<file path="config.mk">
export PLATFORM = sky130hd
export DESIGN_NAME = sacl_front
export DESIGN_NICKNAME = d
export VERILOG_FILES = /design/src/rtl/core/sacl_pkg.sv /design/src/rtl/core/sacl_front.sv
export SDC_FILE = /design/constraint.sdc
export NUM_CORES = 1
export LEC_CHECK = 0
export ABC_AREA = 1
export BUFFER_PORTS_ARGS = -buffer_cell sky130_fd_sc_hd__buf_4
export CAP_MARGIN = 20
export CORE_UTILIZATION = 25
export CTS_CLUSTER_DIAMETER = 150
export DETAILED_ROUTE_END_ITERATION = 7
export PLACE_DENSITY = 0.5
export SYNTH_ARGS = -nofsm -noshare
export SYNTH_HDL_FRONTEND = slang
export SYNTH_SLANG_ARGS = --single-unit
</file>
<file path="constraint.sdc">
create_clock -name clk -period 3.4 [get_ports clk]
set_clock_uncertainty 0.1 [all_clocks]
set_input_delay 0.17 -clock clk [delete_from_list [all_inputs] [get_ports clk]]
set_output_delay 0.17 -clock clk [all_outputs]
set_load 0.005 [all_outputs]
</file>
<file path="src/rtl/core/sacl_pkg.sv">
// ----------------------------------------------------------------------------
// sacl_pkg
// Shared types, constants and helpers of the set-associative cache controller.
// ----------------------------------------------------------------------------
package sacl_pkg;

  localparam int ADDR_W          = 64;
  localparam int STAMP_W         = 32;
  localparam int OUT_W           = 72;
  localparam int CFG_IDX_W       = 3;
  localparam int CFG_DATA_W      = 4;
  localparam int MAX_OFFSET_BITS = 12;
  localparam int MAX_INDEX_BITS  = 6;
  localparam int RAW_SET_W       = 6;

  localparam int DEF_MAX_SETS = 64;
  localparam int DEF_MAX_WAYS = 8;
  localparam int DEF_TAG_BITS = 32;

  localparam logic [CFG_IDX_W-1:0] REG_OFFSET_BITS = 3'd0;
  localparam logic [CFG_IDX_W-1:0] REG_INDEX_BITS  = 3'd1;
  localparam logic [CFG_IDX_W-1:0] REG_WAYS_IN_USE = 3'd2;
  localparam logic [CFG_IDX_W-1:0] REG_WR_THRU     = 3'd3;
  localparam logic [CFG_IDX_W-1:0] REG_WR_ALLOC    = 3'd4;

  localparam logic [1:0] KIND_HIT      = 2'd0;
  localparam logic [1:0] KIND_COLD     = 2'd1;
  localparam logic [1:0] KIND_CONFLICT = 2'd2;

  typedef struct packed {
    logic [3:0] offset_bits;
    logic [2:0] index_bits;
    logic [3:0] ways_in_use;
    logic       wr_thru;
    logic       wr_alloc;
  } cfg_t;

  localparam cfg_t CFG_RESET = '{
    offset_bits: 4'd6, index_bits: 3'd6, ways_in_use: 4'd8,
    wr_thru: 1'b0, wr_alloc: 1'b0
  };

  function automatic logic [3:0] eff_ob(input logic [3:0] v);
    return (v > 4'(MAX_OFFSET_BITS)) ? 4'(MAX_OFFSET_BITS) : v;
  endfunction

  function automatic logic [2:0] eff_ib(input logic [2:0] v);
    return (v > 3'(MAX_INDEX_BITS)) ? 3'(MAX_INDEX_BITS) : v;
  endfunction

endpackage

</file>
<file path="src/rtl/core/sacl_front.sv">
// ----------------------------------------------------------------------------
// sacl_front
// Accepts accesses, splits the address into set and tag, and queues them.
// ----------------------------------------------------------------------------
module sacl_front import sacl_pkg::*; #(
  parameter int MAX_SETS = DEF_MAX_SETS,
  parameter int TAG_BITS = DEF_TAG_BITS,
  localparam int SET_W = (MAX_SETS > 1) ? $clog2(MAX_SETS) : 1
) (
  input  logic                clk,
  input  logic                rst_n,
  input  cfg_t                cfg,
  input  logic                in_valid,
  output logic                in_ready,
  input  logic [ADDR_W-1:0]   in_addr,
  input  logic                in_rd,
  output logic                q_valid,
  input  logic                q_pop,
  output logic                q_rd,
  output logic [SET_W-1:0]    q_set,
  output logic [TAG_BITS-1:0] q_tag
);

  function automatic logic [SET_W-1:0] wrap_set(input logic [RAW_SET_W-1:0] s);
    logic [12:0] rem;
    rem = '0;
    for (int i = RAW_SET_W - 1; i >= 0; i--) begin
      rem = {rem[11:0], s[i]};
      if (rem >= 13'(MAX_SETS)) begin
        rem = rem - 13'(MAX_SETS);
      end
    end
    return SET_W'(rem);
  endfunction

  logic [3:0]           ob;
  logic [2:0]           ib;
  logic [ADDR_W-1:0]    shifted;
  logic [RAW_SET_W-1:0] raw_set;
  logic [SET_W-1:0]     set_c;
  logic [TAG_BITS-1:0]  tag_c;
  logic                 push;

  logic                rd_r  [2];
  logic [SET_W-1:0]    set_r [2];
  logic [TAG_BITS-1:0] tag_r [2];
  logic                wptr_r, wptr_nxt;
  logic                rptr_r, rptr_nxt;
  logic [1:0]          cnt_r, cnt_nxt;

  always_comb begin
    ob      = eff_ob(cfg.offset_bits);
    ib      = eff_ib(cfg.index_bits);
    shifted = in_addr >> ob;
    raw_set = shifted[RAW_SET_W-1:0] & RAW_SET_W'((7'd1 << ib) - 7'd1);
    set_c   = wrap_set(raw_set);
    tag_c   = TAG_BITS'(in_addr >> (5'(ob) + 5'(ib)));
  end

  assign in_ready = (cnt_r != 2'd2);
  assign push     = in_valid && in_ready;
  assign q_valid  = (cnt_r != 2'd0);
  assign q_rd     = rd_r[rptr_r];
  assign q_set    = set_r[rptr_r];
  assign q_tag    = tag_r[rptr_r];

  always_comb begin
    wptr_nxt = wptr_r ^ push;
    rptr_nxt = rptr_r ^ (q_pop && q_valid);
    cnt_nxt  = cnt_r + 2'(push) - 2'(q_pop && q_valid);
  end

  always_ff @(posedge clk) begin
    if (!rst_n) begin
      wptr_r <= 1'b0;
      rptr_r <= 1'b0;
      cnt_r  <= 2'd0;
    end else begin
      wptr_r <= wptr_nxt;
      rptr_r <= rptr_nxt;
      cnt_r  <= cnt_nxt;
    end
  end

  always_ff @(posedge clk) begin
    if (push) begin
      rd_r[wptr_r]  <= in_rd;
      set_r[wptr_r] <= set_c;
      tag_r[wptr_r] <= tag_c;
    end
  end

endmodule

</file>
==> flow_summary.ini <==
[global_routing]
grt_max_degree = 82
grt_usage_pct = 16.4
grt_pass1_wl_mm = 36.0
grt_overflow = 0
antenna_found_initial = 0
grt_pass1_vias = 6556

[placement]
io_buffers = 115
hpwl_mm = 17.4
gp_congestion = 0.862

[logic_synthesis]
synth_top_family_by_area = simple AND/OR/NAND/NOR gates
synth_area_leader_cell = edfxtp_1
synth_compound_area_share_pct = 3.82
netlist_instances = 935
syn_area_per_cell_um2 = 7.36
synthDistinctLibCells = 31
syn_nets = 1025
synthAdderAreaFrac_pct = 1.56
yosys.area_share.simple_pct = 44.5
synth_area_um2 = 6880
yosysSeqAreaShare_pct = 35.5
synth-edff-count = 78
ys.flop_type = edfxtp_1
synth-seq-cells = 83
synthXorXnorAreaFrac_pct = 0.127
synthArstFlopShare_pct = 0
yosys_warnings = 0
synth_top_area_share_pct = 34.0
synth.area.mux_share_pct = 6.38
ys_top_cells_by_area = edfxtp_1 (34%), nand3_1 (31%), nand2_1 (11%)

[worst_setup_path]
reg2reg_from = cnt_r[0]$_SDFF_PN0_
reg2reg_slack_ns = 1.45
cp-end-kind = register
crit_start = cfg[11]
crit_path_start_kind = primary input
r2r_cells = 4
cp.required_ns = 3.34
crit_fanout = 26
critPathArrivalTime_ns = 2.56
crit_type = in -> reg
reg2reg_to = set_r[1][1]$_DFFE_PP_

[routing]
wirelength_mm = 23.1
drtIter0Drc = 745
first_pass_iters = 6
wl_met3_mm = 1.39
met1_length_mm = 10.6
drc = 0
detail_route.wl_per_cell_um = 17.0
vias = 7056
vias_per_cell = 5.19
drtAntennaViolNets = 0
wl_met2_mm = 10.5
top_layer_used = met4

[timing]
period_needed_ns = 2.63
setup_viol_count_final = 0
slew_violations = 0
rsz0062_at_grt = false
timing.fmax_ghz = 0.380
finalSetupTns_ns = 0
tightest_slew_ns = 0.527
relSlewSlack_pct = 64.9
finalHoldViolCount = 0
post-route-period-util_pct = 77.3

[die]
die_w_um = 168
initial_core_util_pct = 25.5
die_area_um2 = 28200
fp-row-count = 60
core_area_um2 = 27000
io_pins = 123
die_h_um = 168

[hold_path]
min-delay-start = q_pop
hold_depth = 4
hold_class = in -> reg
holdPathEnd = rptr_r$_SDFF_PN0_

[clock_tree]
cts_sinks = 83
cts.hold.buffers_added = 2
clock_latency_ns = 0.33
cts_resized = 0
tritoncts = built
clkTransAtPathRegs_ns = 0.06
cts_buffers = 9
post-cts-setup-buffers = 0
clockBufferDepth = 2
root_buffer = clkbuf_16
cts_max_level = 3

[power_and_ir_drop]
power_mw = 4.54
vdd_drop_max_uv = 199
p_leak_nw = 3.54
power.density_nw_per_um2 = 545

[finish]
diodes = 0
drive_gt1_share_pct = 21.3
nets = 1103
final_cell_mix = nand3_1 (427), nand2_1 (195), buf_4 (128)
syn_to_final_growth_pct = 21.2
final_common_cell = nand3_1

[flow_run]
max_cap_violations = 0

[status]
outcome = finished clean
-- worst max-delay path: stages --
cell and delay, ns:
buf_4 0.16, nand2_4 0.24, nand2_8 0.06, inv_1 0.06, ha_2 0.17, inv_1 0.05, fa_2 0.61, buf_4 0.32
nand3_1 0.18, nand3_1 0.14, nand3_1 0.11, nand3_1 0.12, nand2_1 0.16
-- metrics by stage --
| stage | setup slack [ns] | hold slack, ns | cell area, um2 | utilization [%] | std cells |
|---|---|---|---|---|---|
| finish | 0.772 | 0.0780 | 8340 | 30.9 | 1359 |
| global route | 0.634 | 0.0956 | 8340 | 30.9 | 1359 |
| CTS | 0.817 | 0.0745 | 8340 | 30.9 | 1359 |
| detailed placement | 0.479 | 0.261 | 8020 | 29.8 | 1341 |
| global placement | 0.476 | 0.263 | 8020 | 29.8 | 1341 |
| floorplan | 0.777 | 0.163 | 6880 | - | 935 |
-- area by class of cell --
class | count | area (um2)
Clock buffer | 9 | 225
Tap cell | 341 | 427
Clock inverter | 7 | 67.6
Fill cell | 2934 | 18600
Timing Repair Buffer | 137 | 1120
Sequential cell | 83 | 2440
Multi-Input combinational cell | 740 | 3890
Inverter | 42 | 158
-- sequential cells by signal (all words and copies together) (netlist names), named ones only --
name,cells
rptr_r,1
set_r,12
wptr_r,1
tag_r,64
rd_r,2
cnt_r,2
-- power breakdown --
part	internal [mW]	total, mW	switching [mW]
Sequential	1.41	1.45	0.0420
Clock	0.565	0.932	0.367
Combinational	0.868	2.16	1.29
Total	2.84	4.54	1.70
-- how the worst max path moves through the flow --
stage,to,slack [ns]
6_report,tag_r[0][5]$_DFFE_PP_,0.77
2_1_floorplan,tag_r[0][27]$_DFFE_PP_,0.78
4_1_cts,tag_r[1][5]$_DFFE_PP_,0.82
3_5_place_dp,tag_r[1][5]$_DFFE_PP_,0.48
3_3_place_gp,tag_r[1][5]$_DFFE_PP_,0.48
5_1_grt,tag_r[0][1]$_DFFE_PP_,0.63
-- per-layer routing --
metal / up-vias / GRT usage (%)
li1: 3478 / -
met1: 3282 / 23.4
met2: 262 / 25.9
met3: 34 / 1.53
met4: 0 / 5.31
met5: - / 0
-- synthesized netlist by cell type (7+ instances only) --
cell type and count:
nand2_1 195, a21oi_1 8, mux2_2 39, buf_6 7
o211ai_1 16, edfxtp_1 78, clkbuf_1 17, nand3_1 427
nand2_2 8, ha_1 7, buf_2 38, o21ai_0 10
inv_1 39, nor2_1 11
-- cells by family after synthesis --
kind of cell | Yosys count
multiplexers | 39
AND/OR/NAND/NOR | 651
flip-flops | 83
buffers and inverters | 112
AO/OA/AOI/OAI | 41
adder cells (fa/ha/maj) | 8
XOR/XNOR | 1
Power figures use the tool's default switching activity.
